**src/design/uniform_range_rejection_mapper_core_assert.svh**
```systemverilog
// Assertion macros used by the range mapper RTL.
`ifndef UNIFORM_RANGE_REJECTION_MAPPER_CORE_ASSERT_SVH
`define UNIFORM_RANGE_REJECTION_MAPPER_CORE_ASSERT_SVH

// A condition that must never hold outside reset.
`define URRM_ASSERT_NEVER(lbl, clk, rst_n, cond) \
  lbl: assert property (@(posedge clk) disable iff (!rst_n) !(cond)) \
    else $error("assertion failed");

// An antecedent that implies a consequent in the next cycle.
`define URRM_ASSERT_NEXT(lbl, clk, rst_n, ante, cons) \
  lbl: assert property (@(posedge clk) disable iff (!rst_n) (ante) |=> (cons)) \
    else $error("assertion failed");

`endif

```
**src/design/urrm_div_stage.sv**
```systemverilog
// ----------------------------------------------------------------------------
// urrm_div_stage
// One registered restoring-division stage that settles one quotient bit.
// ----------------------------------------------------------------------------
module urrm_div_stage #(
  parameter int WORD_BITS = 64,
  parameter int BIT_IDX   = 0
) (
  input  logic                 clk_i,
  input  logic                 rst_ni,
  input  logic                 en_i,
  input  logic [WORD_BITS-1:0] div_i,
  input  logic                 valid_i,
  input  logic [WORD_BITS-1:0] num_i,
  input  logic [WORD_BITS-1:0] rem_i,
  input  logic [WORD_BITS-1:0] quo_i,
  output logic                 valid_o,
  output logic [WORD_BITS-1:0] num_o,
  output logic [WORD_BITS-1:0] rem_o,
  output logic [WORD_BITS-1:0] quo_o
);
  logic                 valid_q;
  logic [WORD_BITS-1:0] num_q, rem_q, quo_q, rem_d, quo_d;
  logic [WORD_BITS:0]   trial, diff;
  logic                 ge;

  // Shift in the next dividend bit and subtract when it fits.
  always_comb begin
    trial          = {rem_i, num_i[BIT_IDX]};
    diff           = trial - {1'b0, div_i};
    ge             = trial >= {1'b0, div_i};
    rem_d          = ge ? diff[WORD_BITS-1:0] : trial[WORD_BITS-1:0];
    quo_d          = quo_i;
    quo_d[BIT_IDX] = ge;
  end

  // Valid bit with reset; payload without.
  always_ff @(posedge clk_i or negedge rst_ni) begin
    if (!rst_ni) begin
      valid_q <= 1'b0;
    end else if (en_i) begin
      valid_q <= valid_i;
    end
  end

  always_ff @(posedge clk_i) begin
    if (en_i) begin
      num_q <= num_i;
      rem_q <= rem_d;
      quo_q <= quo_d;
    end
  end

  assign valid_o = valid_q;
  assign num_o   = num_q;
  assign rem_o   = rem_q;
  assign quo_o   = quo_q;

endmodule

```
**config.mk**
```make
export PLATFORM = sky130hd
export DESIGN_NAME = urrm_div_stage
export DESIGN_NICKNAME = d
export VERILOG_FILES = /design/src/design/uniform_range_rejection_mapper_core_assert.svh /design/src/design/urrm_div_stage.sv
export SDC_FILE = /design/constraint.sdc
export NUM_CORES = 1
export LEC_CHECK = 0
export BUFFER_PORTS_ARGS = -buffer_cell sky130_fd_sc_hd__clkbuf_2
export CORE_AREA = 3 3 176 178
export CTS_BUF_LIST = sky130_fd_sc_hd__clkbuf_8
export DETAILED_ROUTE_END_ITERATION = 6
export DIE_AREA = 0 0 179 181
export MAX_ROUTING_LAYER = met4
export PLACE_DENSITY_LB_ADDON = 0.25
export SETUP_SLACK_MARGIN = 0.1
export SLEW_MARGIN = 20
export SYNTH_ARGS = -nofsm -noshare
export SYNTH_HDL_FRONTEND = slang
export SYNTH_SLANG_ARGS = --single-unit
```
**constraint.sdc**
```tcl
create_clock -name clk_i -period 0.9 [get_ports clk_i]
set_input_delay 0.135 -clock clk_i [delete_from_list [all_inputs] [get_ports clk_i]]
set_output_delay 0.135 -clock clk_i [all_outputs]
set_load 0.02 [all_outputs]
```
==> results.md <==
- Synth warnings: 0
- CTS Hold Bufs: 179
- Max incr delay on CP: 0.45 ns
- Area of the mapped netlist: 10950 sq um
- Post-synthesis cell count: 930
- Vias in the first global route: 11.54k
- 1st-iter DRT viols: 605
- Via density: 4.933
- Async SR Flop Fraction: 0.5181%
- Synthesized flop and latch total: 193
- Initial antenna violation count: 7
- Most common cell after layout, fill and taps aside: buf_4
- Filler Cell Count: 2101
- Post-Route Skew: 0 ns
- Commonest cells after routing, fill and taps aside: 268 x buf_4, 251 x clkbuf_2, 192 x edfxtp_1, 179 x dlygate4sd3_1, 159 x buf_6
- CTS Buf Count: 17
- CP max-delay cell: o41ai_4
- Final hold viol count: 0
- Ports: 453
- CTS Root Cell: clkbuf_8
- GR Util met3: 5.549%
- Leak pwr: 9.230 nW
- Share of cells above drive strength 1: 51.45%
- Worst hold-check path type: primary input to flip-flop
- Startpoint types: primary input
- WP data arrival: 2.68 ns
- GR peak layer: met2
- Final WS setup: -1.540 ns
- Final setup vio count: 258
- Met2 Use GR: 44.63%
- Status: finished, violations left
- Worst-Margin Slew: 0.4555 ns
- PD cells: 1453 nW/um^2
- Total GRT Usage: 25.76%
- VDD IR max: 0.0008357 V
- FMAX: 0.4099 GHz
- Failing checks: setup timing
- Post-DP HPWL: 30280 um
- Fin nets: 2169
- Power Total: 29.37 mW
- First-pass GRT wire length: 62670 um
- Gr ovfl total: 0
- First-pass DRT Iterations: 5
- CP Capture Type: flip-flop
- Area Growth Syn to Fin: 84.55%
- CP max FO: 7
- Chip height: 181 um
- Register area share after synthesis: 52.86%
- Syn avg cell area: 11.78 sq um
- CP most frequent cell: a31oi_4
- Full die area: 32400 sq um
- Max-cap violations: 0
- CP Class: primary input to flip-flop
- Longest Clk Path Bufs: 2
- Largest delay share family, worst path: compound AO/OA/AOI/OAI gates
- # port buffers: 451
- DRT antenna net count: 0
- Post-route core utilization: 68.39%
- Largest net degree at the start of global routing: 54
- Synth Flop Type: edfxtp_1
- Max-slew headroom: 69.63%
- CP cell instances: clkbuf_2 -> inv_1 -> ha_4 -> nand2_2 -> nor3_4 -> nand3_2 -> o41ai_4 -> a31oi_4 -> o21ai_4 -> a31oi_4 -> buf_12 -> clkbuf_16 -> mux2_4
- Fin crit period: 2.440 ns
- TritonCTS clock tree: built
- CP bufs+invs: 4
- Die width: 179 um
- Final WL: 45100 um
- Clock sink count: 193
- Gpl congestion: 0.9027
- Met1 Use GR: 27.61%
- Core box area: 29560 sq um
- Initial Util: 37.06%
- Number of synthesized flops with an enable pin: 192
- Clk_lat worst skew: 0.48 ns
- # DRC: 0
- Worst-path clk slew: 0.10 ns
- Crit path required time: 1.14 ns
- Vias: 11.11k
- Unique cell type count in the Yosys netlist: 56
- H-tree depth: 4
- Post-Syn Nets: 1255
- WL/cell: 20.02 um
- Final Max Tran Viols: 0
- Final worst-path cycle share: 271.1%
- Row count: 63
- R2r setup slk: 0.11 ns
- RSZ-0062 raised after global routing: true
## routing by layer
metal	routed length, um	up-vias
li1	-	5282
met5	0	-
met2	23360	431
met1	16670	5272
met3	2866	128
met4	2202	0
## synthesized netlist by cell type, types with 2 or more instances
library cell  number  area, sq um
mux2_4            46        690.7
a41oi_1            2        17.52
nand4_1           22        137.6
o31ai_1            5        37.54
a211oi_1           5        37.54
a311oi_1           4        35.03
clkbuf_1          23        86.33
nand2_1           66        247.7
a221oi_1           2        17.52
a21boi_0           2        15.01
nor4_1             3        18.77
or2_2              2        12.51
mux2_2            16        180.2
nor3_1            16        80.08
nor2b_1            7        43.79
ha_1              64        800.8
and3_1             8        50.05
nand3_1           11        55.05
xnor2_1           32        280.3
o211ai_1           9        67.56
buf_6              6        67.56
edfxtp_1         192         5766
xor2_1            26        227.7
nor2_1            49        183.9
o211a_1            3        30.03
a21o_1            31        232.7
a21oi_1           88        440.4
nand2b_1           7        43.79
or3_1              4        25.02
o21ai_0           41        205.2
o21bai_1          17        127.6
inv_1             80        300.3
mux2i_1            3        30.03
o21a_1             6        45.04
a31oi_1            9        56.30
o2111ai_1          3        26.28
## metrics by stage
stage / setup TNS [ns] / cells / area [sq um] / hold WS [ns] / setup WS, ns
finish: -150.90 / 2253 / 20220 / 0.01778 / -1.540
global route: -164.86 / 2253 / 20220 / -0.001687 / -1.636
CTS: -154.34 / 2231 / 18840 / -0.003524 / -1.536
detailed placement: -144.45 / 2000 / 15990 / -0.08858 / -2.199
global placement: -141.45 / 2000 / 15990 / -0.08894 / -2.175
floorplan: -118.07 / 930 / 11380 / -0.1606 / -1.866
## area by class of cell
cell class / count / area (sq um) / area share, %
multi-input cells: 626 / 5515 / 27.28
clock buffers: 17 / 234.0 / 1.157
flip-flops and latches: 193 / 5792 / 28.65
inverters: 80 / 315.3 / 1.560
clock inverters: 14 / 160.2 / 0.7922
well taps: 390 / 488.0 / 2.414
repair buffers: 926 / 7694 / 38.06
diodes: 7 / 17.52 / 0.08665
## path summary, 6_finish.rpt
| check | from | end | cells after the start |
|---|---|---|---|
| max | div_i[28] | rem_o[27] | 13 |
| min reg2reg | valid_o | valid_o | 1 |
| min in group asynchronous | rst_ni | valid_o | 3 |
| min | rem_i[37] | rem_o[38] | 2 |
| max reg2reg | valid_o | valid_o | 1 |
| max in group asynchronous | rst_ni | valid_o | 3 |
## logic make-up (layout without fill, tap and decap cells)
kind of cell             after synthesis  after routing  synth area share, %
AND/OR/NAND/NOR                      198            198                8.407
adder cells (fa/ha/maj)               65             65                7.493
multiplexers                          65             65                8.224
other                                  0              7                    0
flip-flops                           193            193                52.86
buffers and inverters                111           1037                4.226
AO/OA/AOI/OAI                        240            240                14.15
XOR/XNOR                              58             58                4.637
## sequential cells by signal, indices dropped and copies added, names as in the netlist
name	flops
rem_o	64
valid_o	1
num_o	64
quo_o	64
## repair_timing
| action | 4_1_cts | 5_1_grt |
|---|---|---|
| cloned | 4 | 3 |
| hold endpoints to repair | 179 | 1 |
| endpoints found under the setup margin | 258 | 258 |
| setup buffers | 17 | 13 |
| resized for setup | 96 | 552 |
| pin swaps | 24 | 22 |
## power breakdown
part	internal (mW)	switching, mW	total (mW)
Sequential	11.1	0.480	11.6
Combinational	6.40	5.51	11.9
Clock	2.09	3.80	5.90
Total	19.6	9.79	29.4
Power figures use the tool's default switching activity.
