[src/design/uniform_range_rejection_mapper_core_assert.svh]
// Assertion macros used by the range mapper RTL.
`ifndef UNIFORM_RANGE_REJECTION_MAPPER_CORE_ASSERT_SVH
`define UNIFORM_RANGE_REJECTION_MAPPER_CORE_ASSERT_SVH

// A condition that must never hold outside reset.
`define URRM_ASSERT_NEVER(lbl, clk, rst_n, cond) \
  lbl: assert property (@(posedge clk) disable iff (!rst_n) !(cond)) \
    else $error("assertion failed");

// An antecedent that implies a consequent in the next cycle.
`define URRM_ASSERT_NEXT(lbl, clk, rst_n, ante, cons) \
  lbl: assert property (@(posedge clk) disable iff (!rst_n) (ante) |=> (cons)) \
    else $error("assertion failed");

`endif

[src/design/urrm_pkg.sv]
// ----------------------------------------------------------------------------
// urrm_pkg
// Shared constants and types of the uniform range rejection mapper.
// ----------------------------------------------------------------------------
package urrm_pkg;

  // Default datapath width and the fixed width of the port fields.
  localparam int WORD_BITS_DEF = 64;
  localparam int FIELD_W       = 64;

  // Configuration register indexes.
  localparam int              CFG_IDX_W     = 2;
  localparam [CFG_IDX_W-1:0]  CFG_RANGE_MIN = 2'd0;
  localparam [CFG_IDX_W-1:0]  CFG_RANGE_MAX = 2'd1;

  // Status of the configuration unit as seen by the datapath.
  typedef struct packed {
    logic busy;        // scale and limit are being recomputed
    logic full_range;  // the range covers every word
  } cfg_status_t;

endpackage

[src/design/urrm_cfg.sv]
// ----------------------------------------------------------------------------
// urrm_cfg
// Range registers and an iterative divider that derives scale and limit.
// ----------------------------------------------------------------------------
module urrm_cfg #(
  parameter int WORD_BITS = urrm_pkg::WORD_BITS_DEF
) (
  input  logic                                clk_i,
  input  logic                                rst_ni,
  input  logic                                cfg_we_i,
  input  logic [urrm_pkg::CFG_IDX_W-1:0]      cfg_idx_i,
  input  logic [urrm_pkg::FIELD_W-1:0]        cfg_wdata_i,
  output urrm_pkg::cfg_status_t               status_o,
  output logic [WORD_BITS-1:0]                scale_o,
  output logic [WORD_BITS-1:0]                limit_o,
  output logic [WORD_BITS-1:0]                lo_o
);
  import urrm_pkg::*;

  localparam int             CW   = $clog2(WORD_BITS);
  localparam [WORD_BITS-1:0] MASK = {WORD_BITS{1'b1}};

  logic [WORD_BITS-1:0] lo_q, hi_q, rem_q, quo_q, scale_q, limit_q;
  logic [CW-1:0]        cnt_q;
  logic                 busy_q, full_q;
  logic [WORD_BITS-1:0] span, rem_d, quo_d;
  logic [WORD_BITS:0]   trial, diff;
  logic                 ge, last;

  // One restoring step of all-ones divided by the span.
  always_comb begin
    span  = hi_q - lo_q + WORD_BITS'(1);
    trial = {rem_q, 1'b1};
    diff  = trial - {1'b0, span};
    ge    = trial >= {1'b0, span};
    rem_d = ge ? diff[WORD_BITS-1:0] : trial[WORD_BITS-1:0];
    quo_d = {quo_q[WORD_BITS-2:0], ge};
    last  = cnt_q == CW'(WORD_BITS - 1);
  end

  // Register writes restart the division; the result lands on the last step.
  always_ff @(posedge clk_i or negedge rst_ni) begin
    if (!rst_ni) begin
      lo_q    <= '0;
      hi_q    <= MASK;
      busy_q  <= 1'b0;
      full_q  <= 1'b1;
      cnt_q   <= '0;
      rem_q   <= '0;
      quo_q   <= '0;
      scale_q <= WORD_BITS'(1);
      limit_q <= MASK;
    end else if (cfg_we_i && (cfg_idx_i == CFG_RANGE_MIN || cfg_idx_i == CFG_RANGE_MAX)) begin
      if (cfg_idx_i == CFG_RANGE_MIN) begin
        lo_q <= cfg_wdata_i[WORD_BITS-1:0];
      end else begin
        hi_q <= cfg_wdata_i[WORD_BITS-1:0];
      end
      busy_q <= 1'b1;
      cnt_q  <= '0;
      rem_q  <= '0;
      quo_q  <= '0;
    end else if (busy_q) begin
      rem_q <= rem_d;
      quo_q <= quo_d;
      cnt_q <= cnt_q + CW'(1);
      if (last) begin
        busy_q  <= 1'b0;
        full_q  <= span == '0;
        scale_q <= (span == '0) ? WORD_BITS'(1) : quo_d;
        limit_q <= MASK - rem_d;
      end
    end
  end

  assign status_o.busy       = busy_q;
  assign status_o.full_range = full_q;
  assign scale_o             = scale_q;
  assign limit_o             = limit_q;
  // In full range the scale is one and the offset zero, so words pass unchanged.
  assign lo_o                = full_q ? '0 : lo_q;

endmodule

[config.mk]
export PLATFORM = sky130hd
export DESIGN_NAME = urrm_cfg
export DESIGN_NICKNAME = d
export VERILOG_FILES = /design/src/design/uniform_range_rejection_mapper_core_assert.svh /design/src/design/urrm_pkg.sv /design/src/design/urrm_cfg.sv
export SDC_FILE = /design/constraint.sdc
export NUM_CORES = 1
export LEC_CHECK = 0
export BUFFER_PORTS_ARGS = -buffer_cell sky130_fd_sc_hd__buf_2
export CAP_MARGIN = 20
export CORE_MARGIN = 10
export CORE_UTILIZATION = 40
export CTS_CLUSTER_DIAMETER = 120
export CTS_CLUSTER_SIZE = 30
export DETAILED_ROUTE_END_ITERATION = 8
export PLACE_DENSITY = 0.7
export SETUP_SLACK_MARGIN = 0.05
export SLEW_MARGIN = 20
export SYNTH_ARGS = -nofsm -noshare
export SYNTH_HDL_FRONTEND = slang
export SYNTH_SLANG_ARGS = --single-unit
[constraint.sdc]
create_clock -name clk_i -period 7.15 [get_ports clk_i]
set_input_delay 0.3575 -clock clk_i [delete_from_list [all_inputs] [get_ports clk_i]]
set_output_delay 0.3575 -clock clk_i [all_outputs]
set_load 0.02 [all_outputs]
==> metrics.md <==
| Metric | Value |
|---|---|
| Outcome | `finished, final reports clean` |
| Fill cell count | `6,036` |
| WL final | `72,620 µm` |
| Asr flop ratio synth | `1.000` |
| Worst r2r src | `hi_q[31]$_DFFE_PN1P_` |
| Clk sinks | `approximately 400` |
| Max Fclk | `0.1468 GHz` |
| Netlist Area Pre-Place | `approximately 0.025 mm²` |
| Post-detail-place hpwl | `54,600 µm` |
| Initial antenna violation count | `1` |
| CP delay by family, top | `compound AO/OA/AOI/OAI gates` |
| Die area | `approximately 0.073 mm²` |
| Max VDD drop | `about 0.26 mV` |
| Crit path launch type | `register` |
| Worst reg2reg endpoint | `rem_q[59]$_DFFE_PN0P_` |
| Largest net degree at the start of global routing | `120` |
| Total track usage | `0.1921` |
| Fin. max-slew vios | `0` |
| H-tree levels | `1` |
| Row count | `91` |
| Setup_tns | `0 ps` |
| First-pass GRT wire length | `about 120,000 µm` |
| CP endpoint | `rem_q[59]$_DFFE_PN0P_` |
| Final ANT Viol Nets | `0` |
| Crit path DAT | `around 7200 ps` |
| Fin nets | `3,218` |
| IO Port Bufs | `262` |
| Die Ht | `269.4 µm` |
| Critical setup path kind | `reg -> reg` |
| Stages on worst setup path | `23` |
| Clk_skew | `33.91 ps` |
| Area delta synth->final | `14.15%` |
| Clk root buf | `clkbuf_16` |
| Routed len/inst | `19.00 µm` |
| Boundary Pins | `263` |
| Period utilization | `0.9529` |
| Core box area | `0.06160 mm²` |
| Delay of the slowest critical-path stage | `560 ps` |
| Worst slew margin | `0.2691` |
| Worst path buffer plus inverter count | `1` |
| DR iter-0 viols | `1,639` |
| Hold Path Class | `in -> reg` |
| Via/cell ratio | `5.391` |
| Slowest cell on crit path | `or4_4` |
| RSZ-0062 raised after global routing | `yes` |
| Number of enable flip-flop cells after synthesis | `0` |
| Actual slew at the worst max-slew pin | `1096 ps` |
| Seq/Total Area, Yosys | `0.3997` |
| Clk_lat worst skew | `570 ps` |
| Clk pin slew, worst setup/hold paths | `approximately 110 ps` |
| Share of cells above drive strength 1 | `0.2373` |
| Synth Instances | `2,721` |
| Post-synth cell types | `93` |
| Synthesized net count | `2,967` |
| CP endpoint kind | `register` |
| Crit path max fanout | `21` |
| Starting density of the core | `0.4040` |
| MaxCap Viol Count | `0` |
| Vias | `a little over 20,000` |
| Internal reg-to-reg setup slack | `between 300 and 400 ps` |
| Final GP Congestion | `0.9330` |
| Vias in the first global route | `about 20,000` |
| Hold_ws | `15.07 ps` |
| Final Hold Fails | `0` |
| Chip Width | `269.4 µm` |
| Clock buffer depth | `3` |
| CTS tree | `done` |
| Final setup vio count | `0` |
| Post-synth top flop | `dfrtp_1` |
| Shortest period the worst path allows | `between 6000 and 7000 ps` |
| Inserted Clock Buffers | `17` |
| Leakage | `13.48 nW` |
| Syn_area_per_cell | `9.146 µm²` |
| Crit-path cells | `ha_1 > ha_2 > a21oi_1 > o21a_1 > o221a_2 > a2111oi_2 > nor2_1 > o41a_1 > o21bai_1 > nand4_1 > and3_1 > o31ai_1 > xnor2_1 > ha_1 > and3_1 > nand4_1 > or4_4 > nor2_1 > or3_2 > buf_4 > mux2_2 > mux2i_1 > a211oi_1` |
| CP required | `7570 ps` |
| FF+latch count, synth | `a little under 400` |
| Worst Setup SP | `hi_q[31]$_DFFE_PN1P_` |
| Power density over the cells | `509.2 mW/mm²` |
| Synth warn | `0` |
| Congestion Overflow GR | `0` |
| DRC Markers | `0` |
| Worst reg-to-reg path cell count | `23` |
| DRT Pass-1 Iters | `5` |
[layer usage]
metal	vias up	wire [µm]	track usage
met5	-	0	0
met4	0	1598	0.04332
met3	71	3807	0.03169
met2	460	34300	0.3205
met1	9949	32910	0.2573
li1	10118	-	-
[synth_stat cells (all sizes together), types with 22 or more instances]
cell type,number,area share
mux2,122,0.055
xnor2,79,0.028
a211oi,54,0.017
inv,111,0.017
nand4,48,0.012
dfrtp,261,0.26
a21o,49,0.015
nor2,275,0.041
a21oi,161,0.033
o21ai,257,0.052
ha,175,0.088
and3,26,0.0065
clkbuf,105,0.016
mux2i,77,0.031
buf,47,0.011
dfstp,130,0.14
nand3,35,0.0070
nand2,322,0.049
nor3,44,0.0093
xor2,51,0.018
o21bai,22,0.0066
[area by class of cell]
type,instances,area (µm²),area share
tap,837,1047,0.03687
multi-input combinational,2067,14110,0.4966
sequential,391,9951,0.3503
inverter,111,416.7,0.01467
antenna,1,2.502,0.00008809
timing repair buffer,384,2364,0.08320
clock inverter,3,36.28,0.001277
clock buffer,27,483.0,0.01700
[worst min-delay path: cells and delay by family]
family | cells | cell delay, ps
simple gates | 1 | 40
buf+inv | 1 | 90
compound gates | 1 | 60
[placed cells by master (no fill, tap or decap), drive strengths merged, types with 6 or more instances in the layout]
master and instances:
buf 355, nand2 322, nor2 275, dfrtp 261
o21ai 257, ha 175, a21oi 161, dfstp 130
mux2 122, inv 114, xnor2 79, mux2i 77
a211oi 54, xor2 51, a21o 49, nand4 48
nor3 44, nand3 35, dlygate4sd3 29, clkbuf 27
and3 26, o21bai 22, o21a 20, a31oi 19
nor2b 18, o211ai 17, nand2b 16, o31ai 14
nor4 14, maj3 12, and2 10, or3 9
a41oi 8, a21boi 8, o221ai 7, or2 7
a311oi 6, or4 6
[through the flow]
stage,cell area [µm²],worst slack (ps),instances,utilization,total power [mW]
2_1_floorplan,24890,867.5,2721,-,10.10
3_3_place_gp,27330,117.1,3755,0.4437,12.79
3_5_place_dp,27330,151.0,3755,0.4437,12.86
4_1_cts,28140,118.1,3814,0.4568,14.16
5_1_grt,28400,-3.253,3820,0.4611,15.69
6_report,28410,336.7,3821,0.4612,14.47
[how the worst min path moves through the flow]
stage | from | end | slack, ps | cells after the start
finish | cfg_wdata_i[41] | lo_q[41]$_DFFE_PN0P_ | 20 | 3
global route | cfg_wdata_i[16] | lo_q[16]$_DFFE_PN0P_ | 10 | 3
CTS | cfg_wdata_i[16] | lo_q[16]$_DFFE_PN0P_ | 0.3 | 3
detailed placement | limit_o[0]$_DFFE_PN1P_ | limit_o[0]$_DFFE_PN1P_ | 450 | 2
global placement | limit_o[0]$_DFFE_PN1P_ | limit_o[0]$_DFFE_PN1P_ | 450 | 2
floorplan | rst_ni | busy_q$_DFF_PN0_ | 60 | 0
[timing repair]
action | CTS | global route
setup endpoints to repair | 0 | 130
resized for setup | 0 | 43
buffers inserted | 0 | 6
endpoints found under the hold margin | 105 | 0
hold buffers | 29 | 0
[cells by family (layout without fill, tap and decap cells)]
group | Yosys count | count (layout) | share of synthesized area
adders and majority gates | 189 | 189 | 0.09458
DFF | 391 | 391 | 0.3997
muxes | 199 | 199 | 0.08618
buffers and inverters | 263 | 525 | 0.04354
and+or+nand+nor | 851 | 851 | 0.1536
AOI/OAI and AO/OA | 697 | 697 | 0.1758
other | 0 | 1 | 0
xor gates and xnor gates | 131 | 131 | 0.04666
[report_power, final]
group / internal [mW] / switching, mW / total [mW]
combinational: 4.26 / 5.96 / 10.2
sequential: 2.69 / 0.314 / 3.00
clock: 0.486 / 0.747 / 1.23
total: 7.44 / 7.03 / 14.5
[state kept, by name (all words and copies together) (netlist names)]
signal	count
hi_q	64
limit_o	64
lo_q	64
rem_q	64
scale_o	64
quo_q	63
cnt_q	6
busy_q	1
full_q	1
Power figures use the tool's default switching activity.
